--- src/design/psd_pkg.sv ---
// Shared types, codes and constants for the position settle detector.
// No dependencies; every other design file but the macros header imports this package.
package psd_pkg;

  localparam int WINDOW_DEF = 4;
  localparam int POS_W      = 24;
  localparam int CFG_W      = 16;
  localparam int CFG_IDX_W  = 3;
  localparam int FRAME_W    = 8;
  localparam int FILL_OUT_W = 5;
  localparam int STATUS_W   = 3;

  // Configuration register indexes.
  localparam logic [CFG_IDX_W-1:0] CFG_TARGET_LEFT   = 3'd0;
  localparam logic [CFG_IDX_W-1:0] CFG_TARGET_TOP    = 3'd1;
  localparam logic [CFG_IDX_W-1:0] CFG_TARGET_WIDTH  = 3'd2;
  localparam logic [CFG_IDX_W-1:0] CFG_TARGET_HEIGHT = 3'd3;
  localparam logic [CFG_IDX_W-1:0] CFG_STABLE_RADIUS = 3'd4;
  localparam logic [CFG_IDX_W-1:0] CFG_FRAME_BUDGET  = 3'd5;

  // Register values after reset.
  localparam logic signed [CFG_W-1:0] RST_TARGET_LEFT   = 16'sd0;
  localparam logic signed [CFG_W-1:0] RST_TARGET_TOP    = 16'sd0;
  localparam logic [CFG_W-1:0]        RST_TARGET_WIDTH  = 16'd1;
  localparam logic [CFG_W-1:0]        RST_TARGET_HEIGHT = 16'd1;
  localparam logic [CFG_W-1:0]        RST_STABLE_RADIUS = 16'd1024;
  localparam logic [FRAME_W-1:0]      RST_FRAME_BUDGET  = 8'd60;

  // Run status codes.
  localparam logic [STATUS_W-1:0] RS_SETTLING = 3'd0;
  localparam logic [STATUS_W-1:0] RS_INSIDE   = 3'd1;
  localparam logic [STATUS_W-1:0] RS_OUTSIDE  = 3'd2;
  localparam logic [STATUS_W-1:0] RS_BUDGET   = 3'd3;
  localparam logic [STATUS_W-1:0] RS_IDLE     = 3'd4;

  typedef enum logic [3:0] {
    S_IDLE,
    S_LOAD,
    S_SQX,
    S_SQY,
    S_TEST,
    S_DIVX,
    S_DIVY,
    S_FIN,
    S_DONE
  } psd_state_t;

  typedef struct packed {
    logic                    first_frame;
    logic                    usable;
    logic signed [POS_W-1:0] pos_x;
    logic signed [POS_W-1:0] pos_y;
  } psd_in_t;

  typedef struct packed {
    logic [STATUS_W-1:0]     run_status;
    logic signed [POS_W-1:0] centroid_x;
    logic signed [POS_W-1:0] centroid_y;
    logic [FILL_OUT_W-1:0]   fill_count;
  } psd_out_t;

  // Window update request from the sequencer.
  typedef struct packed {
    logic clear;
    logic push;
  } psd_win_ctrl_t;

endpackage

--- src/design/psd_window.sv ---
// Sliding position window: shift line of entries, fill count and running sums.
// Depends on psd_pkg.
module psd_window import psd_pkg::*; #(
  parameter int WINDOW = WINDOW_DEF,
  localparam int CW = $clog2(WINDOW),
  localparam int SUM_W = POS_W + CW,
  localparam int FILL_W = $clog2(WINDOW + 1)
) (
  input  logic                    clk,
  input  logic                    rst_n,
  input  psd_win_ctrl_t           ctrl,
  input  logic signed [POS_W-1:0] pos_x,
  input  logic signed [POS_W-1:0] pos_y,
  input  logic [CW-1:0]           rd_idx,
  output logic [FILL_W-1:0]       fill,
  output logic signed [SUM_W-1:0] sum_x,
  output logic signed [SUM_W-1:0] sum_y,
  output logic [SUM_W-1:0]        mag_x,
  output logic [SUM_W-1:0]        mag_y
);

  localparam int DIFF_W = SUM_W + 1;
  localparam logic [FILL_W-1:0] FILL_MAX = FILL_W'(WINDOW);
  localparam logic signed [DIFF_W-1:0] W_DIFF = DIFF_W'(WINDOW);

  logic signed [POS_W-1:0] win_x_r [WINDOW];
  logic signed [POS_W-1:0] win_y_r [WINDOW];
  logic [FILL_W-1:0]       fill_r, fill_nxt, fill_base;
  logic signed [SUM_W-1:0] sum_x_r, sum_x_nxt, sum_x_base;
  logic signed [SUM_W-1:0] sum_y_r, sum_y_nxt, sum_y_base;
  logic                    full;
  logic signed [DIFF_W-1:0] diff_x, diff_y;

  // The newest entry sits at index 0, the oldest of a full window at the top.
  // The sums are kept up to date, so an evicted entry is subtracted on entry.
  always_comb begin
    fill_base  = ctrl.clear ? '0 : fill_r;
    sum_x_base = ctrl.clear ? SUM_W'(0) : sum_x_r;
    sum_y_base = ctrl.clear ? SUM_W'(0) : sum_y_r;
    full       = (fill_base == FILL_MAX);
    fill_nxt   = fill_base;
    sum_x_nxt  = sum_x_base;
    sum_y_nxt  = sum_y_base;
    if (ctrl.push) begin
      fill_nxt  = full ? fill_base : fill_base + 1'b1;
      sum_x_nxt = sum_x_base + SUM_W'(pos_x)
                  - (full ? SUM_W'(win_x_r[WINDOW-1]) : SUM_W'(0));
      sum_y_nxt = sum_y_base + SUM_W'(pos_y)
                  - (full ? SUM_W'(win_y_r[WINDOW-1]) : SUM_W'(0));
    end
  end

  always_ff @(posedge clk) begin
    if (!rst_n) begin
      fill_r  <= '0;
      sum_x_r <= '0;
      sum_y_r <= '0;
    end else begin
      fill_r  <= fill_nxt;
      sum_x_r <= sum_x_nxt;
      sum_y_r <= sum_y_nxt;
    end
  end

  always_ff @(posedge clk) begin
    if (ctrl.push) begin
      win_x_r[0] <= pos_x;
      win_y_r[0] <= pos_y;
      for (int i = 1; i < WINDOW; i++) begin
        win_x_r[i] <= win_x_r[i-1];
        win_y_r[i] <= win_y_r[i-1];
      end
    end
  end

  // Distance of one entry from the centroid, scaled by the window length.
  always_comb begin
    diff_x = DIFF_W'(win_x_r[rd_idx]) * W_DIFF - DIFF_W'(sum_x_r);
    diff_y = DIFF_W'(win_y_r[rd_idx]) * W_DIFF - DIFF_W'(sum_y_r);
    mag_x  = diff_x[DIFF_W-1] ? SUM_W'(-diff_x) : SUM_W'(diff_x);
    mag_y  = diff_y[DIFF_W-1] ? SUM_W'(-diff_y) : SUM_W'(diff_y);
  end

  assign fill  = fill_r;
  assign sum_x = sum_x_r;
  assign sum_y = sum_y_r;

endmodule

--- src/design/position_settle_detector.sv ---
// Top level of the position settle detector: sequencer, shared multiplier,
// configuration registers and output register. Depends on psd_pkg, psd_window.
//
//   Channel  Ports                         Moves
//   input    in_valid/in_stall/in_data     one frame: first flag, usable flag, x, y
//   output   out_valid/out_stall/out_data  one result: status, centroid, fill
//   config   cfg_we/cfg_idx/cfg_data       one register write, no handshake
//
// A frame that does not complete the window goes from idle straight to the result
// step. A frame that completes it runs load, square-x and square-y for each entry,
// then a test and, when the run settles, divide-x, divide-y and finish: the one
// shared multiplier squares x and y distances per entry, then divides the sums.
// Reset is synchronous and active low; the run is idle until a first frame.
// A waiting result does not block the next input transfer; a later result
// waits in its final step until the output register is free.
module position_settle_detector import psd_pkg::*; #(
  parameter int WINDOW = WINDOW_DEF
) (
  input  logic                 clk,
  input  logic                 rst_n,
  input  logic                 in_valid,
  output logic                 in_stall,
  input  psd_in_t              in_data,
  output logic                 out_valid,
  input  logic                 out_stall,
  output psd_out_t             out_data,
  input  logic                 cfg_we,
  input  logic [CFG_IDX_W-1:0] cfg_idx,
  input  logic [CFG_W-1:0]     cfg_data
);

  localparam int CW     = $clog2(WINDOW);
  localparam int SUM_W  = POS_W + CW;
  localparam int MAG_W  = SUM_W;
  localparam int PROD_W = 2 * MAG_W;
  localparam int FILL_W = $clog2(WINDOW + 1);
  localparam int RW     = SUM_W + 3;

  localparam logic [CW-1:0]         IDX_LAST   = CW'(WINDOW - 1);
  localparam logic [FILL_W-1:0]     FILL_LAST  = FILL_W'(WINDOW - 1);
  localparam logic [MAG_W-1:0]      W_MAG      = MAG_W'(WINDOW);
  localparam logic [MAG_W-1:0]      HALF_W     = MAG_W'(WINDOW / 2);
  localparam logic [MAG_W-1:0]      RECIP      = MAG_W'((longint'(1) << SUM_W) / WINDOW);
  localparam logic signed [RW-1:0]  RECT_SCALE = RW'(WINDOW * 256);

  // Configuration registers.
  logic signed [CFG_W-1:0] cfg_left_r, cfg_top_r;
  logic [CFG_W-1:0]        cfg_width_r, cfg_height_r, cfg_radius_r;
  logic [FRAME_W-1:0]      cfg_budget_r;

  // Sequencer and datapath registers.
  psd_state_t              state_r, state_nxt;
  logic [CW-1:0]           idx_r, idx_nxt;
  logic                    run_fin_r, run_fin_nxt;
  logic [FRAME_W-1:0]      frames_r, frames_nxt;
  logic                    fail_r, fail_nxt;
  logic [MAG_W-1:0]        dx_r, dx_nxt, dy_r, dy_nxt;
  logic [PROD_W-1:0]       prod_r, prod_nxt, part_r, part_nxt, lim_r, lim_nxt;
  logic [STATUS_W-1:0]     res_status_r, res_status_nxt;
  logic signed [POS_W-1:0] res_cx_r, res_cx_nxt, res_cy_r, res_cy_nxt;
  psd_out_t                out_r, out_nxt;
  logic                    out_valid_r, out_valid_nxt;

  // Window interface.
  psd_win_ctrl_t           win_ctrl;
  logic [FILL_W-1:0]       win_fill;
  logic signed [SUM_W-1:0] win_sum_x, win_sum_y;
  logic [MAG_W-1:0]        win_mag_x, win_mag_y;

  // Shared multiplier.
  logic [MAG_W-1:0]        mul_a, mul_b;
  logic [PROD_W-1:0]       mul_p;

  // Helpers for the sequencer.
  logic                    in_fire, out_free;
  logic                    fin0;
  logic [FILL_W-1:0]       fill0;
  logic [FRAME_W-1:0]      frames0, frames1;
  logic [PROD_W:0]         dist_sum;
  logic                    dist_over;
  logic [MAG_W-1:0]        rad_scaled;
  logic [MAG_W-1:0]        abs_sx, abs_sy, num_x, num_y;
  logic [MAG_W-1:0]        qe_x, qe_y, rem_x, rem_y, q_x, q_y;
  logic signed [POS_W-1:0] cen_x, cen_y;
  logic [CFG_W-1:0]        w_eff, h_eff;
  logic signed [RW-1:0]    sx_e, sy_e, x_lo, x_hi, y_lo, y_hi;
  logic                    in_rect;

  psd_window #(
    .WINDOW (WINDOW)
  ) u_window (
    .clk    (clk),
    .rst_n  (rst_n),
    .ctrl   (win_ctrl),
    .pos_x  (in_data.pos_x),
    .pos_y  (in_data.pos_y),
    .rd_idx (idx_r),
    .fill   (win_fill),
    .sum_x  (win_sum_x),
    .sum_y  (win_sum_y),
    .mag_x  (win_mag_x),
    .mag_y  (win_mag_y)
  );

  always_ff @(posedge clk) begin
    if (!rst_n) begin
      cfg_left_r   <= RST_TARGET_LEFT;
      cfg_top_r    <= RST_TARGET_TOP;
      cfg_width_r  <= RST_TARGET_WIDTH;
      cfg_height_r <= RST_TARGET_HEIGHT;
      cfg_radius_r <= RST_STABLE_RADIUS;
      cfg_budget_r <= RST_FRAME_BUDGET;
    end else if (cfg_we) begin
      case (cfg_idx)
        CFG_TARGET_LEFT:   cfg_left_r   <= cfg_data;
        CFG_TARGET_TOP:    cfg_top_r    <= cfg_data;
        CFG_TARGET_WIDTH:  cfg_width_r  <= cfg_data;
        CFG_TARGET_HEIGHT: cfg_height_r <= cfg_data;
        CFG_STABLE_RADIUS: cfg_radius_r <= cfg_data;
        CFG_FRAME_BUDGET:  cfg_budget_r <= cfg_data[FRAME_W-1:0];
        default: ;
      endcase
    end
  end

  assign in_stall = (state_r != S_IDLE);
  assign in_fire  = in_valid && !in_stall;
  assign out_free = !out_valid_r || !out_stall;

  // The radius limit is compared against distances scaled by the window
  // length, so the radius is scaled the same way before squaring.
  assign rad_scaled = MAG_W'(cfg_radius_r) * W_MAG;

  // Sum of the squared distances of the entry just finished: x in part_r, y in prod_r.
  assign dist_sum  = (PROD_W + 1)'(part_r) + (PROD_W + 1)'(prod_r);
  assign dist_over = dist_sum > (PROD_W + 1)'(lim_r);

  // Centroid rounding: magnitude plus half the window, divided by the window
  // length with a reciprocal multiply that may fall one short.
  assign abs_sx = win_sum_x[SUM_W-1] ? MAG_W'(-win_sum_x) : MAG_W'(win_sum_x);
  assign abs_sy = win_sum_y[SUM_W-1] ? MAG_W'(-win_sum_y) : MAG_W'(win_sum_y);
  assign num_x  = abs_sx + HALF_W;
  assign num_y  = abs_sy + HALF_W;
  assign qe_x   = part_r[PROD_W-1:MAG_W];
  assign qe_y   = prod_r[PROD_W-1:MAG_W];
  assign rem_x  = num_x - qe_x * W_MAG;
  assign rem_y  = num_y - qe_y * W_MAG;
  assign q_x    = (rem_x >= W_MAG) ? qe_x + 1'b1 : qe_x;
  assign q_y    = (rem_y >= W_MAG) ? qe_y + 1'b1 : qe_y;
  assign cen_x  = win_sum_x[SUM_W-1] ? POS_W'(-q_x) : POS_W'(q_x);
  assign cen_y  = win_sum_y[SUM_W-1] ? POS_W'(-q_y) : POS_W'(q_y);

  // Half-open rectangle test on the exact centroid, both sides scaled by
  // the window length and the fraction bits. A zero size counts as one.
  assign w_eff   = (cfg_width_r == '0) ? CFG_W'(1) : cfg_width_r;
  assign h_eff   = (cfg_height_r == '0) ? CFG_W'(1) : cfg_height_r;
  assign sx_e    = RW'(win_sum_x);
  assign sy_e    = RW'(win_sum_y);
  assign x_lo    = RW'(cfg_left_r) * RECT_SCALE;
  assign x_hi    = (RW'(cfg_left_r) + signed'(RW'(w_eff))) * RECT_SCALE;
  assign y_lo    = RW'(cfg_top_r) * RECT_SCALE;
  assign y_hi    = (RW'(cfg_top_r) + signed'(RW'(h_eff))) * RECT_SCALE;
  assign in_rect = (sx_e >= x_lo) && (sx_e < x_hi) && (sy_e >= y_lo) && (sy_e < y_hi);

  // A first frame restarts the run before the frame itself is counted.
  assign fin0    = in_data.first_frame ? 1'b0 : run_fin_r;
  assign fill0   = in_data.first_frame ? '0 : win_fill;
  assign frames0 = in_data.first_frame ? '0 : frames_r;
  assign frames1 = frames0 + 1'b1;

  always_comb begin
    case (state_r)
      S_SQX:   begin mul_a = dx_r;  mul_b = dx_r;  end
      S_SQY:   begin mul_a = dy_r;  mul_b = dy_r;  end
      S_DIVX:  begin mul_a = num_x; mul_b = RECIP; end
      S_DIVY:  begin mul_a = num_y; mul_b = RECIP; end
      default: begin mul_a = rad_scaled; mul_b = rad_scaled; end
    endcase
  end

  assign mul_p = mul_a * mul_b;

  always_comb begin
    state_nxt      = state_r;
    idx_nxt        = idx_r;
    run_fin_nxt    = run_fin_r;
    frames_nxt     = frames_r;
    fail_nxt       = fail_r;
    dx_nxt         = dx_r;
    dy_nxt         = dy_r;
    prod_nxt       = prod_r;
    part_nxt       = part_r;
    lim_nxt        = lim_r;
    res_status_nxt = res_status_r;
    res_cx_nxt     = res_cx_r;
    res_cy_nxt     = res_cy_r;
    out_nxt        = out_r;
    out_valid_nxt  = out_valid_r && out_stall;
    win_ctrl       = '0;

    case (state_r)
      S_IDLE: begin
        if (in_fire) begin
          res_cx_nxt = '0;
          res_cy_nxt = '0;
          if (fin0) begin
            // No run active: nothing changes, the block reports idle.
            res_status_nxt = RS_IDLE;
            state_nxt      = S_DONE;
          end else begin
            run_fin_nxt    = 1'b0;
            frames_nxt     = frames1;
            win_ctrl.clear = in_data.first_frame || !in_data.usable;
            win_ctrl.push  = in_data.usable;
            if (in_data.usable && (fill0 >= FILL_LAST)) begin
              // This frame fills the window: check every entry.
              idx_nxt   = '0;
              fail_nxt  = 1'b0;
              state_nxt = S_LOAD;
            end else begin
              if (frames1 >= cfg_budget_r) begin
                res_status_nxt = RS_BUDGET;
                run_fin_nxt    = 1'b1;
              end else begin
                res_status_nxt = RS_SETTLING;
              end
              state_nxt = S_DONE;
            end
          end
        end
      end

      S_LOAD: begin
        dx_nxt = win_mag_x;
        dy_nxt = win_mag_y;
        if (idx_r == '0) begin
          lim_nxt = mul_p;
        end else if (dist_over) begin
          fail_nxt = 1'b1;
        end
        state_nxt = S_SQX;
      end

      S_SQX: begin
        prod_nxt  = mul_p;
        state_nxt = S_SQY;
      end

      S_SQY: begin
        part_nxt = prod_r;
        prod_nxt = mul_p;
        if (idx_r == IDX_LAST) begin
          state_nxt = S_TEST;
        end else begin
          idx_nxt   = idx_r + 1'b1;
          state_nxt = S_LOAD;
        end
      end

      S_TEST: begin
        // The settle test wins over the budget on the same frame.
        if (!fail_r && !dist_over) begin
          res_status_nxt = in_rect ? RS_INSIDE : RS_OUTSIDE;
          run_fin_nxt    = 1'b1;
          state_nxt      = S_DIVX;
        end else begin
          if (frames_r >= cfg_budget_r) begin
            res_status_nxt = RS_BUDGET;
            run_fin_nxt    = 1'b1;
          end else begin
            res_status_nxt = RS_SETTLING;
          end
          state_nxt = S_DONE;
        end
      end

      S_DIVX: begin
        prod_nxt  = mul_p;
        state_nxt = S_DIVY;
      end

      S_DIVY: begin
        part_nxt  = prod_r;
        prod_nxt  = mul_p;
        state_nxt = S_FIN;
      end

      S_FIN: begin
        res_cx_nxt = cen_x;
        res_cy_nxt = cen_y;
        state_nxt  = S_DONE;
      end

      S_DONE: begin
        if (out_free) begin
          out_nxt.run_status = res_status_r;
          out_nxt.centroid_x = res_cx_r;
          out_nxt.centroid_y = res_cy_r;
          out_nxt.fill_count = FILL_OUT_W'(win_fill);
          out_valid_nxt      = 1'b1;
          state_nxt          = S_IDLE;
        end
      end

      default: begin
        state_nxt = S_IDLE;
      end
    endcase
  end

  always_ff @(posedge clk) begin
    if (!rst_n) begin
      state_r     <= S_IDLE;
      run_fin_r   <= 1'b1;
      frames_r    <= '0;
      out_valid_r <= 1'b0;
    end else begin
      state_r     <= state_nxt;
      run_fin_r   <= run_fin_nxt;
      frames_r    <= frames_nxt;
      out_valid_r <= out_valid_nxt;
    end
  end

  always_ff @(posedge clk) begin
    idx_r        <= idx_nxt;
    fail_r       <= fail_nxt;
    dx_r         <= dx_nxt;
    dy_r         <= dy_nxt;
    prod_r       <= prod_nxt;
    part_r       <= part_nxt;
    lim_r        <= lim_nxt;
    res_status_r <= res_status_nxt;
    res_cx_r     <= res_cx_nxt;
    res_cy_r     <= res_cy_nxt;
    out_r        <= out_nxt;
  end

  assign out_valid = out_valid_r;
  assign out_data  = out_r;

endmodule

--- config.mk ---
export PLATFORM = sky130hd
export DESIGN_NAME = position_settle_detector
export DESIGN_NICKNAME = d
export VERILOG_FILES = /design/src/design/psd_pkg.sv /design/src/design/psd_window.sv /design/src/design/position_settle_detector.sv
export SDC_FILE = /design/constraint.sdc
export NUM_CORES = 2
export LEC_CHECK = 0
export ABC_AREA = 1
export BUFFER_PORTS_ARGS = -buffer_cell sky130_fd_sc_hd__buf_4
export CORE_ASPECT_RATIO = 2
export CORE_MARGIN = 2
export CORE_UTILIZATION = 55
export CTS_CLUSTER_DIAMETER = 60
export DETAILED_ROUTE_END_ITERATION = 12
export GPL_TIMING_DRIVEN = 0
export PLACE_DENSITY = 0.71
export REMOVE_ABC_BUFFERS = 1
export SETUP_SLACK_MARGIN = 0.02
export SKIP_LAST_GASP = 1
export SLEW_MARGIN = 20
export SYNTH_ARGS = -nofsm -noshare
export SYNTH_HDL_FRONTEND = slang
export SYNTH_SLANG_ARGS = --single-unit
--- constraint.sdc ---
create_clock -name clk -period 26.4 [get_ports clk]
set_input_delay 2.64 -clock clk [delete_from_list [all_inputs] [get_ports clk]]
set_output_delay 2.64 -clock clk [all_outputs]
set_load 0.02 [all_outputs]
==> run_results.csv <==
group,metric,value,unit
finish,area_delta_synth_final,8.14,%
setup_path,crit_path_end_kind,"flip-flop",
cts,cts_num_sinks,667,
yosys,ys.flop_type,"edfxtp_1",
setup_path,critical_path.startpoint,"state_r[1]$_SDFFE_PN0P_",
setup_path,crit_path_max_incr_delay,0.97,ns
yosys,synth_cell_types,77,
yosys,yosys.area.top_type,"edfxtp_1",
sta,skew,0.0355,ns
cts,cts_hold_buf,0,
sta,relSlewSlack,16.9,%
cts,cts_tree,"built",
sta,fin_crit,14.31,ns
cts,cts_resized,0,
finish,final_area,74300,sq um
power_and_ir_drop,ir_worst_vdd,0.0633,mV
cts,cts_htree_levels,3,
yosys,synth_top_cells_by_count,"inv_1, nand2_1, nor2_1, fa_1, ha_1",
power_and_ir_drop,leakage,0.0361,uW
die,die_h,504,um
setup_path,r2r_start,"state_r[1]$_SDFFE_PN0P_",
finish,post_route_cells_drive_above_1_share,5.31,%
sta,finalSetupViolations,0,
setup_path,criticalPathCategory,"flip-flop to flip-flop",
die,die-width,254,um
yosys,synth_compound_area_share,10.2,%
grt,grt_pass1_wl,341,mm
routing,antenna_left,0,
grt,grt-ovfl-total,0,
die,die_area,128000,sq um
finish,stdcell_count,10319,
finish,num-fill-cells,11426,
yosys,syn_area_per_cell,8.02,sq um
sta,maxSlewViolCount,0,
routing,drtIter0Drc,3404,
yosys,yosysSeqAreaShare,26.8,%
grt,grt_antenna_before_repair,4,
cts,clk_pin_slew,0.07,ns
cts,cts_buffer_depth,3,
cts,cts_root_buf,"clkbuf_16",
setup_path,critPathMaxFanout,23,
yosys,synth_top_area_share,22.2,%
yosys,netlist_area,68700,sq um
worst_hold_path,worstHoldStart,"res_cx_r[17]$_SDFFCE_PN0P_",
cts,cts_buffers,66,
grt,track_usage,36.0,%
flow_run,cap_violations,0,
place,placed_area,72000,sq um
sta,period_share,54.2,%
place,io_buffers,129,
sta,grt_setup_unrepaired,"no",
place,dp_cells,10198,
finish,nNetsFinal,9876,
routing,wirelength,228,mm
die,ioPinCount,132,
setup_path,startpoint_type,"flip-flop",
grt,grt_max_degree,106,
yosys,ys_ff_latch,667,
sta,worst_pin_slew,1.24,ns
yosys,synth_xor_area_share,4.18,%
outcome,outcome,"finished, final reports clean",
die,rows,183,
grt,grt_pass1_vias,59577,
power_and_ir_drop,power,3570,uW
die,start_util,55.3,%
finish,regArea,18400,sq um
place,hpwl,190,mm
yosys,yosysMostFrequentCell,"inv_1",
setup_path,crit_path_frequent_cell,"inv_1",
yosys,syn_inst,8568,
routing,vias_per_cell,5.60,
yosys,synth_top_family_by_area,"adder cells",
routing,vias,57748,
setup_path,cp_slowest_cell,"nor2_1",
routing,wl_per_cell,22.1,um
setup_path,worstPathArrival,14.70,ns
cts,clock_latency,0.68,ns
place,place.gp.congestion,0.997,
yosys,yosys_warnings,0,
routing,drcViolationCount,0,
setup_path,crit_required,26.79,ns
sta,max_freq,0.0699,GHz
die,coreArea,124000,sq um
yosys,synth_edf_count,508,
yosys,async_reset_ff_share,0,%
yosys,muxShareOfSynthArea,0,%
sta,hold_violations,0,
worst_hold_path,min_path_type,"flip-flop to flip-flop",
yosys,synth-simple-area-share,18.6,%
finish,multi_input_area,42700,sq um
routing,drt_pass1_iterations,7,
yosys,synth-adder-area-share,28.8,%
yosys,synthTopCellsByArea,"edfxtp_1, fa_1, ha_1",
sta,fin_tns_setup,0,ns
power_and_ir_drop,power_density,48.1,nW/um^2
cts,postCtsSetupRepairBufs,0,
## power breakdown
part | leakage, uW | switching, uW | internal (uW)
clock network | 0.00110 | 444 | 564
registers | 0.00602 | 62.0 | 1230
logic | 0.0290 | 855 | 416
## final cells by class
class,count,area share [%]
timing repair buffer,172,2.39
multi-input combinational,5828,57.4
clock inverter,33,0.635
antenna,2,0.00674
sequential,667,24.8
inverter,1866,9.45
clock buffer,86,2.43
tap,1665,2.80
## placed cells by master, fill, tap and decap left out, types with 11 or more instances in the layout
master	n
nand4_1	83
xor2_1	216
dfxtp_1	155
nor2_2	31
buf_4	139
a21o_1	13
edfxtp_1	508
nand2_1	1487
or2_2	24
nand3_2	11
o21ai_0	417
a211oi_1	18
nand2_2	29
clkinv_1	16
nor2_4	17
o21bai_1	30
buf_16	16
nor3_1	102
nor4_1	25
ha_1	572
o21a_1	26
inv_2	12
nor2_1	937
clkbuf_1	13
o22ai_1	54
clkbuf_16	67
a31oi_1	23
xnor2_1	105
nand3_1	259
o211ai_1	30
a21oi_1	502
o21ai_1	26
a32o_1	12
fa_1	629
inv_1	1839
a21boi_0	21
## critical path, delay by kind of cell, from the launching register on
family	cells	cell delay (ns)
AOI/OAI and AO/OA	7	2.36
xor gates and xnor gates	1	0.21
adders and majority gates	8	4.02
buffers and inverters	13	2.35
DFF	1	0.46
and+or+nand+nor	11	4.62
## layer usage
metal,share of wire [%],up-vias,GRT usage (%),routed length (um)
met3,4.4,892,4.37,10100
li1,-,27174,-,-
met1,31,27693,33.6,71500
met2,52,1983,64.9,118000
met4,13,6,37.1,28900
met5,0.019,-,0,43
## state kept, by name, summed over array words and instances, names as in the netlist, 3 cells and up, named ones only
register	flops
cfg_budget_r	8
cfg_height_r	16
cfg_left_r	16
cfg_radius_r	16
cfg_top_r	16
cfg_width_r	16
dx_r	26
dy_r	26
frames_r	8
lim_r	52
out_data	54
part_r	52
prod_r	52
res_cx_r	24
res_cy_r	24
res_status_r	3
state_r	4
u_window.fill	3
u_window.sum_x	26
u_window.sum_y	26
u_window.win_x_r	96
u_window.win_y_r	96
## path summary, 6_finish.rpt
kind              depth (start not counted)  slack [ns]                     end
setup / recovery                         40       12.09    prod_r[51]$_DFFE_PP_
hold / removal                            0        0.41  out_data[46]$_DFFE_PP_
setup reg to reg                         40       12.09    prod_r[51]$_DFFE_PP_
hold reg to reg                           0        0.41  out_data[46]$_DFFE_PP_
## cells by family (layout without fill, tap and decap cells)
group	count (synthesis)	in the layout
AOI/OAI and AO/OA	1243	1243
xor gates and xnor gates	325	325
adders and majority gates	1201	1201
buffers and inverters	2074	2157
DFF	667	667
other	1	4
and+or+nand+nor	3057	3057
## stage by stage
step | utilization [%] | hold WS, ns | setup slack, ns
floorplan | - | 0.400 | 14.48
global placement | 57.1 | 0.404 | 8.97
detailed placement | 58.0 | 0.405 | 12.45
CTS | 59.8 | 0.408 | 12.43
global route | 59.9 | 0.417 | 11.62
finish | 59.9 | 0.411 | 12.09
Power figures use the tool's default switching activity.
